$ cat src/hdl/srtf_preemptive_scheduler_top_defines.svh
// ----------------------------------------------------------------------------
// SRTF scheduler assertion macros
// Shared concurrent assertion forms for the scheduler modules.
// ----------------------------------------------------------------------------
`ifndef SRTF_PREEMPTIVE_SCHEDULER_TOP_DEFINES_SVH
`define SRTF_PREEMPTIVE_SCHEDULER_TOP_DEFINES_SVH

// Same-cycle implication, sampled on i_clk, disabled during reset.
`define SRTF_ASSERT_NOW(lbl, ante, cons, msg) \
    lbl: assert property (@(posedge i_clk) disable iff (!i_rst_n) (ante) |-> (cons)) \
        else $error(msg);

// Next-cycle implication, sampled on i_clk, disabled during reset.
`define SRTF_ASSERT_NEXT(lbl, ante, cons, msg) \
    lbl: assert property (@(posedge i_clk) disable iff (!i_rst_n) (ante) |=> (cons)) \
        else $error(msg);

`endif

$ cat src/hdl/srtf_pkg.sv
// ----------------------------------------------------------------------------
// SRTF scheduler package
// Sizes, operation codes and controller/datapath interface types.
// ----------------------------------------------------------------------------
package srtf_pkg;

    localparam int SLOTS      = 8;
    localparam int TIME_BITS  = 16;
    localparam int SLOT_BITS  = (SLOTS > 1) ? $clog2(SLOTS) : 1;
    localparam int WORD_BITS  = 4 * TIME_BITS;

    localparam int OP_BITS    = 2;
    localparam int SLOTF_BITS = 3;
    localparam int FIELD_BITS = 16;

    localparam logic [OP_BITS-1:0] OP_LOAD  = 2'd0;
    localparam logic [OP_BITS-1:0] OP_TICK  = 2'd1;
    localparam logic [OP_BITS-1:0] OP_CLEAR = 2'd2;

    typedef struct packed {
        logic                 load;
        logic                 clear;
        logic                 start;
        logic                 scan_rd;
        logic [SLOT_BITS-1:0] scan_idx;
        logic                 upd;
    } t_cmd;

    typedef struct packed {
        logic out_free;
    } t_status;

endpackage

$ cat src/hdl/srtf_preemptive_scheduler_top.sv
// ----------------------------------------------------------------------------
// SRTF preemptive scheduler, top level
// A load or clear word is applied as it is taken. A tick word is followed by
// a scan of the slot store, one slot per cycle through its single read port,
// then a drain, a select and an update step; no new word is taken until the
// update has written the result word, which waits for the output to be free.
// Synchronous active-low reset empties the table and zeroes time; slot
// store contents stay undefined until a slot is loaded.
// ----------------------------------------------------------------------------
module srtf_preemptive_scheduler_top (
    input  logic        i_clk,
    input  logic        i_rst_n,
    input  logic        i_s_tvalid,
    output logic        o_s_tready,
    // [2:0] slot, [18:3] arrival, [34:19] burst, [39:35] zero.
    input  logic [39:0] i_s_tdata,
    // [1:0] operation.
    input  logic [1:0]  i_s_tuser,
    output logic        o_m_tvalid,
    input  logic        i_m_tready,
    // [2:0] running_slot, [3] finished, [19:4] finish_time,
    // [35:20] waiting_time, [51:36] first_wait, [52] all_done, [55:53] zero.
    output logic [55:0] o_m_tdata,
    // [0] idle.
    output logic        o_m_tuser
);

    srtf_pkg::t_cmd    w_cmd;
    srtf_pkg::t_status w_status;

    logic                                w_idle;
    logic [srtf_pkg::SLOTF_BITS-1:0]     w_slot;
    logic                                w_finished;
    logic [srtf_pkg::FIELD_BITS-1:0]     w_ftime;
    logic [srtf_pkg::FIELD_BITS-1:0]     w_wait;
    logic [srtf_pkg::FIELD_BITS-1:0]     w_fwait;
    logic                                w_all_done;

    srtf_ctrl u_ctrl (
        .i_clk     (i_clk),
        .i_rst_n   (i_rst_n),
        .i_s_tvalid(i_s_tvalid),
        .i_op      (i_s_tuser),
        .i_status  (w_status),
        .o_s_tready(o_s_tready),
        .o_cmd     (w_cmd)
    );

    srtf_datapath u_dp (
        .i_clk         (i_clk),
        .i_rst_n       (i_rst_n),
        .i_cmd         (w_cmd),
        .i_slot        (i_s_tdata[2:0]),
        .i_arrival     (i_s_tdata[18:3]),
        .i_burst       (i_s_tdata[34:19]),
        .i_m_tready    (i_m_tready),
        .o_status      (w_status),
        .o_m_tvalid    (o_m_tvalid),
        .o_idle        (w_idle),
        .o_running_slot(w_slot),
        .o_finished    (w_finished),
        .o_finish_time (w_ftime),
        .o_waiting_time(w_wait),
        .o_first_wait  (w_fwait),
        .o_all_done    (w_all_done)
    );

    assign o_m_tdata = {3'b000, w_all_done, w_fwait, w_wait, w_ftime, w_finished, w_slot};
    assign o_m_tuser = w_idle;

endmodule

$ cat src/hdl/srtf_ram.sv
// ----------------------------------------------------------------------------
// Generic RAM
// One write port and one read port with registered read data.
// ----------------------------------------------------------------------------
module srtf_ram #(
    parameter int WIDTH = 8,
    parameter int DEPTH = 8
) (
    input  logic                                     i_clk,
    input  logic                                     i_we,
    input  logic [((DEPTH > 1) ? $clog2(DEPTH) : 1)-1:0] i_waddr,
    input  logic [WIDTH-1:0]                         i_wdata,
    input  logic [((DEPTH > 1) ? $clog2(DEPTH) : 1)-1:0] i_raddr,
    output logic [WIDTH-1:0]                         o_rdata
);

    logic [WIDTH-1:0] r_mem [DEPTH];
    logic [WIDTH-1:0] r_rdata;

    always_ff @(posedge i_clk) begin
        if (i_we) begin
            r_mem[i_waddr] <= i_wdata;
        end
        r_rdata <= r_mem[i_raddr];
    end

    assign o_rdata = r_rdata;

endmodule

$ cat src/hdl/srtf_ctrl.sv
// ----------------------------------------------------------------------------
// SRTF scheduler controller
// Sequences the slot scan, the pick readback and the result update.
// ----------------------------------------------------------------------------
`include "srtf_preemptive_scheduler_top_defines.svh"

module srtf_ctrl (
    input  logic                          i_clk,
    input  logic                          i_rst_n,
    input  logic                          i_s_tvalid,
    input  logic [srtf_pkg::OP_BITS-1:0]  i_op,
    input  srtf_pkg::t_status             i_status,
    output logic                          o_s_tready,
    output srtf_pkg::t_cmd                o_cmd
);

    typedef enum logic [2:0] {
        S_IDLE,
        S_SCAN,
        S_DRAIN,
        S_SEL,
        S_UPD
    } t_state;

    t_state                          r_state;
    t_state                          n_state;
    logic [srtf_pkg::SLOT_BITS-1:0]  r_cnt;
    logic [srtf_pkg::SLOT_BITS-1:0]  n_cnt;
    logic                            w_accept;

    assign o_s_tready = (r_state == S_IDLE);
    assign w_accept   = i_s_tvalid && o_s_tready;

    always_comb begin
        o_cmd          = '0;
        o_cmd.load     = w_accept && (i_op == srtf_pkg::OP_LOAD);
        o_cmd.clear    = w_accept && (i_op == srtf_pkg::OP_CLEAR);
        o_cmd.start    = w_accept && (i_op == srtf_pkg::OP_TICK);
        o_cmd.scan_rd  = (r_state == S_SCAN);
        o_cmd.scan_idx = r_cnt;
        o_cmd.upd      = (r_state == S_UPD) && i_status.out_free;
    end

    always_comb begin
        n_state = r_state;
        n_cnt   = r_cnt;
        case (r_state)
            S_IDLE: begin
                if (o_cmd.start) begin
                    n_state = S_SCAN;
                    n_cnt   = '0;
                end
            end
            S_SCAN: begin
                if (r_cnt == srtf_pkg::SLOT_BITS'(srtf_pkg::SLOTS - 1)) begin
                    n_state = S_DRAIN;
                end else begin
                    n_cnt = r_cnt + 1'b1;
                end
            end
            S_DRAIN: begin
                n_state = S_SEL;
            end
            S_SEL: begin
                n_state = S_UPD;
            end
            S_UPD: begin
                if (i_status.out_free) begin
                    n_state = S_IDLE;
                end
            end
            default: begin
                n_state = S_IDLE;
            end
        endcase
    end

    always_ff @(posedge i_clk) begin
        if (!i_rst_n) begin
            r_state <= S_IDLE;
            r_cnt   <= '0;
        end else begin
            r_state <= n_state;
            r_cnt   <= n_cnt;
        end
    end

    `SRTF_ASSERT_NEXT(a_tick_starts_scan, o_cmd.start, (r_state == S_SCAN) && (r_cnt == '0), "tick did not start a scan at slot zero")
    `SRTF_ASSERT_NOW(a_no_accept_busy, (r_state != S_IDLE), !o_cmd.load && !o_cmd.clear && !o_cmd.start, "word taken while a tick is in progress")

endmodule

$ cat src/hdl/srtf_datapath.sv
// ----------------------------------------------------------------------------
// SRTF scheduler datapath
// Slot store, slot flags, time counter, minimum search and result register.
// ----------------------------------------------------------------------------
`include "srtf_preemptive_scheduler_top_defines.svh"

module srtf_datapath (
    input  logic                                i_clk,
    input  logic                                i_rst_n,
    input  srtf_pkg::t_cmd                      i_cmd,
    input  logic [srtf_pkg::SLOTF_BITS-1:0]     i_slot,
    input  logic [srtf_pkg::FIELD_BITS-1:0]     i_arrival,
    input  logic [srtf_pkg::FIELD_BITS-1:0]     i_burst,
    input  logic                                i_m_tready,
    output srtf_pkg::t_status                   o_status,
    output logic                                o_m_tvalid,
    output logic                                o_idle,
    output logic [srtf_pkg::SLOTF_BITS-1:0]     o_running_slot,
    output logic                                o_finished,
    output logic [srtf_pkg::FIELD_BITS-1:0]     o_finish_time,
    output logic [srtf_pkg::FIELD_BITS-1:0]     o_waiting_time,
    output logic [srtf_pkg::FIELD_BITS-1:0]     o_first_wait,
    output logic                                o_all_done
);

    localparam int T  = srtf_pkg::TIME_BITS;
    localparam int SB = srtf_pkg::SLOT_BITS;
    localparam int N  = srtf_pkg::SLOTS;
    localparam int FB = srtf_pkg::FIELD_BITS;

    logic [N-1:0]                    r_valid;
    logic [N-1:0]                    r_done;
    logic [N-1:0]                    r_started;
    logic [T-1:0]                    r_time;
    logic                            r_cmp_vld;
    logic [SB-1:0]                   r_cmp_idx;
    logic                            r_have;
    logic [SB-1:0]                   r_pick;
    logic [T-1:0]                    r_best;

    logic                            r_out_valid;
    logic                            r_out_idle;
    logic [srtf_pkg::SLOTF_BITS-1:0] r_out_slot;
    logic                            r_out_finished;
    logic [FB-1:0]                   r_out_ftime;
    logic [FB-1:0]                   r_out_wait;
    logic [FB-1:0]                   r_out_fwait;
    logic                            r_out_all_done;

    logic                            w_load_ok;
    logic [SB-1:0]                   w_load_idx;
    logic                            w_we;
    logic [SB-1:0]                   w_waddr;
    logic [srtf_pkg::WORD_BITS-1:0]  w_wdata;
    logic [SB-1:0]                   w_raddr;
    logic [srtf_pkg::WORD_BITS-1:0]  w_rdata;

    logic [T-1:0]                    w_arr;
    logic [T-1:0]                    w_rem;
    logic [T-1:0]                    w_burst;
    logic [T-1:0]                    w_fs;
    logic                            w_cand;
    logic [T-1:0]                    w_rem_new;
    logic [T-1:0]                    w_fs_new;
    logic [T-1:0]                    w_time_new;
    logic [T:0]                      w_used;
    logic [T:0]                      w_wait_full;
    logic [T-1:0]                    w_fwait_full;
    logic                            w_fin;
    logic [N-1:0]                    w_pick_hot;
    logic [N-1:0]                    w_done_next;
    logic                            w_all_done;
    logic [T-1:0]                    w_load_burst;

    assign w_load_ok    = (32'(i_slot) < 32'(N));
    assign w_load_idx   = SB'(i_slot);
    assign w_load_burst = T'(i_burst);

    assign w_arr   = w_rdata[T-1:0];
    assign w_rem   = w_rdata[2*T-1:T];
    assign w_burst = w_rdata[3*T-1:2*T];
    assign w_fs    = w_rdata[4*T-1:3*T];

    assign w_cand = r_cmp_vld && r_valid[r_cmp_idx] && !r_done[r_cmp_idx]
                    && (w_arr <= r_time);

    assign w_rem_new    = w_rem - 1'b1;
    assign w_fs_new     = r_started[r_pick] ? w_fs : r_time;
    assign w_time_new   = (r_time == {T{1'b1}}) ? r_time : r_time + 1'b1;
    assign w_used       = {1'b0, w_arr} + {1'b0, w_burst};
    assign w_wait_full  = ({1'b0, w_time_new} > w_used) ? ({1'b0, w_time_new} - w_used) : '0;
    assign w_fwait_full = w_fs_new - w_arr;
    assign w_fin        = r_have && (w_rem_new == '0);
    assign w_pick_hot   = N'(1) << r_pick;
    assign w_done_next  = r_done | (w_fin ? w_pick_hot : '0);
    assign w_all_done   = &(~r_valid | w_done_next);

    assign w_we    = (i_cmd.load && w_load_ok) || (i_cmd.upd && r_have);
    assign w_waddr = i_cmd.load ? w_load_idx : r_pick;
    assign w_wdata = i_cmd.load ? {{T{1'b0}}, w_load_burst, w_load_burst, T'(i_arrival)}
                                : {w_fs_new, w_burst, w_rem_new, w_arr};
    assign w_raddr = i_cmd.scan_rd ? i_cmd.scan_idx : r_pick;

    srtf_ram #(
        .WIDTH(srtf_pkg::WORD_BITS),
        .DEPTH(N)
    ) u_store (
        .i_clk  (i_clk),
        .i_we   (w_we),
        .i_waddr(w_waddr),
        .i_wdata(w_wdata),
        .i_raddr(w_raddr),
        .o_rdata(w_rdata)
    );

    always_ff @(posedge i_clk) begin
        if (!i_rst_n) begin
            r_valid     <= '0;
            r_done      <= '0;
            r_started   <= '0;
            r_time      <= '0;
            r_cmp_vld   <= 1'b0;
            r_have      <= 1'b0;
            r_out_valid <= 1'b0;
        end else begin
            r_cmp_vld <= i_cmd.scan_rd;
            if (i_cmd.clear) begin
                r_valid   <= '0;
                r_done    <= '0;
                r_started <= '0;
                r_time    <= '0;
            end else if (i_cmd.load && w_load_ok) begin
                r_valid[w_load_idx]   <= 1'b1;
                r_started[w_load_idx] <= 1'b0;
                r_done[w_load_idx]    <= (w_load_burst == '0);
            end else if (i_cmd.upd) begin
                r_time <= w_time_new;
                r_done <= w_done_next;
                if (r_have) begin
                    r_started[r_pick] <= 1'b1;
                end
            end
            if (i_cmd.start) begin
                r_have <= 1'b0;
            end else if (w_cand && (!r_have || (w_rem < r_best))) begin
                r_have <= 1'b1;
            end
            if (i_cmd.upd) begin
                r_out_valid <= 1'b1;
            end else if (i_m_tready) begin
                r_out_valid <= 1'b0;
            end
        end
    end

    always_ff @(posedge i_clk) begin
        r_cmp_idx <= i_cmd.scan_idx;
        if (i_cmd.start) begin
            r_pick <= '0;
        end else if (w_cand && (!r_have || (w_rem < r_best))) begin
            r_pick <= r_cmp_idx;
            r_best <= w_rem;
        end
        if (i_cmd.upd) begin
            r_out_idle     <= !r_have;
            r_out_slot     <= r_have ? srtf_pkg::SLOTF_BITS'(r_pick) : '0;
            r_out_finished <= w_fin;
            r_out_ftime    <= FB'(w_time_new);
            r_out_wait     <= w_fin ? FB'(w_wait_full) : '0;
            r_out_fwait    <= w_fin ? FB'(w_fwait_full) : '0;
            r_out_all_done <= w_all_done;
        end
    end

    assign o_status.out_free = !r_out_valid || i_m_tready;
    assign o_m_tvalid        = r_out_valid;
    assign o_idle            = r_out_idle;
    assign o_running_slot    = r_out_slot;
    assign o_finished        = r_out_finished;
    assign o_finish_time     = r_out_ftime;
    assign o_waiting_time    = r_out_wait;
    assign o_first_wait      = r_out_fwait;
    assign o_all_done        = r_out_all_done;

    `SRTF_ASSERT_NOW(a_upd_needs_room, i_cmd.upd, !r_out_valid || i_m_tready, "result update while the output word is still held")
    `SRTF_ASSERT_NOW(a_pick_is_live, i_cmd.upd && r_have, r_valid[r_pick] && !r_done[r_pick], "picked slot is not a live job")
    `SRTF_ASSERT_NEXT(a_result_flags, i_cmd.upd && !r_have, r_out_valid && r_out_idle && !r_out_finished, "idle tick reported a finished job")

endmodule

$ cat config.mk
export PLATFORM = sky130hd
export DESIGN_NAME = srtf_preemptive_scheduler_top
export DESIGN_NICKNAME = d
export VERILOG_FILES = /design/src/hdl/srtf_pkg.sv /design/src/hdl/srtf_preemptive_scheduler_top.sv /design/src/hdl/srtf_ram.sv /design/src/hdl/srtf_ctrl.sv /design/src/hdl/srtf_datapath.sv
export VERILOG_INCLUDE_DIRS = /design/src /design/src/hdl
export SDC_FILE = /design/constraint.sdc
export NUM_CORES = 1
export LEC_CHECK = 0
export ABC_AREA = 1
export BUFFER_PORTS_ARGS = -buffer_cell sky130_fd_sc_hd__buf_2
export CAP_MARGIN = 5
export CORE_MARGIN = 5
export CORE_UTILIZATION = 60
export CTS_CLUSTER_DIAMETER = 30
export DETAILED_ROUTE_END_ITERATION = 12
export PLACE_DENSITY = 0.88
export SYNTH_ARGS = -nofsm -noshare
export SYNTH_HDL_FRONTEND = slang
export SYNTH_SLANG_ARGS = --single-unit
$ cat constraint.sdc
create_clock -name i_clk -period 5.8 [get_ports i_clk]
set_input_delay 1.16 -clock i_clk [delete_from_list [all_inputs] [get_ports i_clk]]
set_output_delay 1.16 -clock i_clk [all_outputs]
set_load 0.01 [all_outputs]
==> qor.csv <==
metric,value,unit
cts.reportedPaths.clkPinSlew,0.05,ns
via_count,22900,
maxCapViolCount,0,
slew_viol_final,0,
detail_route.wl_per_cell,22.3,um
num_antenna_cells,0,
die_span_in_x,235,um
yosysWarnings,0,
io_buffers,96,
globalRouteOverflowTotal,0,
syn_avg_cell_area,11.0,um2
finish.utilization,70.5,%
post_synth_and_or_nand_nor_area_fraction,13.0,%
dieArea,55500,um2
crit_type,reg2reg,
placement.setup.worst_slack,1.45,ns
synth_sequential_area_ratio,65.1,%
area_delta_synth_final,16.2,%
synth_top_flop_cell,edfxtp_1,
floorplan.initialDensity,60.7,%
synth_cell_types,53,
post-synth-top-area-cell,edfxtp_1,
drt_iter0_markers,3875,
die_h,235,um
worstPathRequired,6.21,ns
min_period,4.47,ns
yosys_register_bits,701,
postLayoutSetupSlackWorst,1.33,ns
final_period_util,77.1,%
post-route-drc-count,0,
count_of_standard_cell_rows,82,
synthXorXnorAreaFrac,1.23,%
cts-buffers-inserted,108,
synthTopCellsByArea,"edfxtp_1, dfxtp_1, nor2_1, o21ai_0, nand2_1",
clkSinkCount,701,
max-slew-margin-rel,14.9,%
cts_hold_buf,0,
postSynthCellCount,2781,
tritoncts,yes,
dr.pass1.iters,7,
worst_clock_skew,0.0380,ns
vdd_drop_max,0.694,mV
detail_placement_hpwl,46.6,mm
drive_above_1_share,11.9,%
p_per_area,525,nW/um2
status,finished clean,
place.gp.congestion,0.963,
antenna_violating_nets_post_route,0,
fp.coreArea,50300,um2
synth-edff-count,582,
clk_latency,0.67,ns
final.fill_count,3070,
io_pins,105,
worst_setup_path_start_kind,flip-flop,
worst-path-max-fanout,29,
grt_max_degree,257,
grt_usage,28.2,%
clockBufferDepth,3,
synthTopCellsByCount,"edfxtp_1, nor2_1, nand2_1",
final.setup.tns,0,ns
fmax,224,MHz
post_synth_instance_area,30500,um2
worst-endpoint-arrival,4.88,ns
ctsResizeCount,0,
cts_htree_levels,3,
hold_ws,0.405,ns
cellLeakagePower,13.4,nW
grt_setup_unrepaired,false,
number_of_global_route_vias_before_repair,22100,
yosys.area.top_type_share,57.3,%
muxShareOfSynthArea,0,%
drt-total-wl,81.6,mm
crit_path_end_kind,flip-flop,
timing.final.hold_violations,0,
final-setup-viol-count,0,
synthArstFlopShare,0,%
post-cts-setup-buffers,0,
holdCritPathClass,reg2reg,
grt_pass1_wl,123,mm
worst_pin_slew,1.28,ns
synth_top_family_by_area,simple AND/OR/NAND/NOR gates,
cts_root_buf,clkbuf_16,
synth_compound_gate_area_share,12.4,%
post-synth-top-count-cell,edfxtp_1,
grt_antenna_before_repair,1,
fin_nets,3018,
avgViaCountPerCell,6.28,
synth_adder_area_share,3.60,%
==> path summary, 6_finish.rpt <==
path                                      start                    end  slack, ns  depth (start not counted)
worst max-delay path             u_dp.r_pick[1]  u_dp.o_first_wait[12]       1.33                         21
worst min-delay path            u_ctrl.r_cnt[2]      u_dp.r_cmp_idx[2]       0.40                          0
worst max register to register   u_dp.r_pick[1]  u_dp.o_first_wait[12]       1.33                         21
worst min register to register  u_ctrl.r_cnt[2]      u_dp.r_cmp_idx[2]       0.40                          0
==> critical path, cell delays in order, from the launching register on <==
cell	delay, ns
dfxtp_1	0.50
inv_1	0.15
nand2_1	0.14
inv_1	0.07
a22oi_1	0.14
nand4_1	0.13
nand2_1	0.68
nand2_1	0.10
o21ai_0	0.19
ha_1	0.22
inv_1	0.06
fa_1	0.44
nand2_1	0.09
inv_1	0.05
o21ai_0	0.15
nand2_1	0.10
a21boi_0	0.42
nor2_1	0.08
o2bb2ai_1	0.21
o21ai_0	0.13
nor2_1	0.11
nor2_1	0.05
==> sequential cells by signal, indices dropped and copies added, names as in the netlist, 3 cells and up <==
register	flops
u_ctrl.r_state	3
u_dp.r_best	16
u_dp.u_store.r_mem	512
u_dp.r_cmp_idx	3
u_dp.o_waiting_time	16
u_dp.r_pick	3
u_dp.o_finish_time	16
u_dp.u_store.o_rdata	64
u_dp.r_started	8
u_dp.o_first_wait	16
u_dp.r_done	8
u_dp.r_time	16
u_dp.r_valid	8
u_ctrl.r_cnt	3
u_dp.o_running_slot	3
==> per-layer routing <==
metal,up-vias,share of wire [%],global-route usage [%]
met5,-,0,0
met4,0,4.8,12.3
met3,311,12,6.96
met2,1767,47,46.8
met1,10800,36,35.6
li1,10000,-,-
==> placed cells by master, fill, tap and decap left out, drive strengths merged, types with 2 or more instances in the layout <==
| cell type | count |
|---|---|
| a211oi | 2 |
| a21boi | 3 |
| a21o | 6 |
| a21oi | 120 |
| a221oi | 2 |
| a31oi | 68 |
| buf | 122 |
| bufinv | 14 |
| clkbuf | 134 |
| clkinv | 31 |
| clkinvlp | 7 |
| conb | 3 |
| dfxtp | 119 |
| edfxtp | 582 |
| fa | 3 |
| ha | 83 |
| inv | 240 |
| nand2 | 317 |
| nand3 | 52 |
| nand3b | 4 |
| nand4 | 20 |
| nor2 | 538 |
| nor3 | 19 |
| nor4 | 4 |
| o211ai | 3 |
| o21a | 3 |
| o21ai | 293 |
| o21bai | 65 |
| o311ai | 4 |
| o31ai | 3 |
| o32ai | 64 |
| or2 | 3 |
| xnor2 | 16 |
| xor2 | 27 |
==> area by class of cell <==
cell class / instances / area [um2] / area share (%)
Clock buffer: 134 / 2920 / 8.24
Clock inverter: 71 / 858 / 2.42
Inverter: 221 / 835 / 2.35
Multi-Input combinational cell: 1732 / 9350 / 26.4
Sequential cell: 701 / 19900 / 56.0
Tap cell: 672 / 841 / 2.37
Timing Repair Buffer: 122 / 788 / 2.22
==> metrics by stage <==
stage / power [mW] / cell area (um2) / instances
floorplan: 10.3 / 30500 / 2783
global placement: 11.4 / 31700 / 3448
detailed placement: 11.7 / 31700 / 3448
CTS: 18.4 / 35500 / 3653
global route: 19.4 / 35500 / 3653
finish: 18.6 / 35500 / 3653
==> kinds of logic (layout without fill, tap and decap cells) <==
family | count (synthesis) | after routing
simple gates | 960 | 960
flops | 701 | 701
compound gates | 640 | 640
buf+inv | 350 | 548
fa+ha+maj | 86 | 86
xor+xnor | 43 | 43
other cells | 1 | 3
==> report_power, final <==
group / internal (mW) / switching (mW) / total, mW
clock network: 4.24 / 2.40 / 6.64
logic: 1.57 / 3.72 / 5.29
registers: 6.27 / 0.413 / 6.68
(Power assumes the default switching activity.)
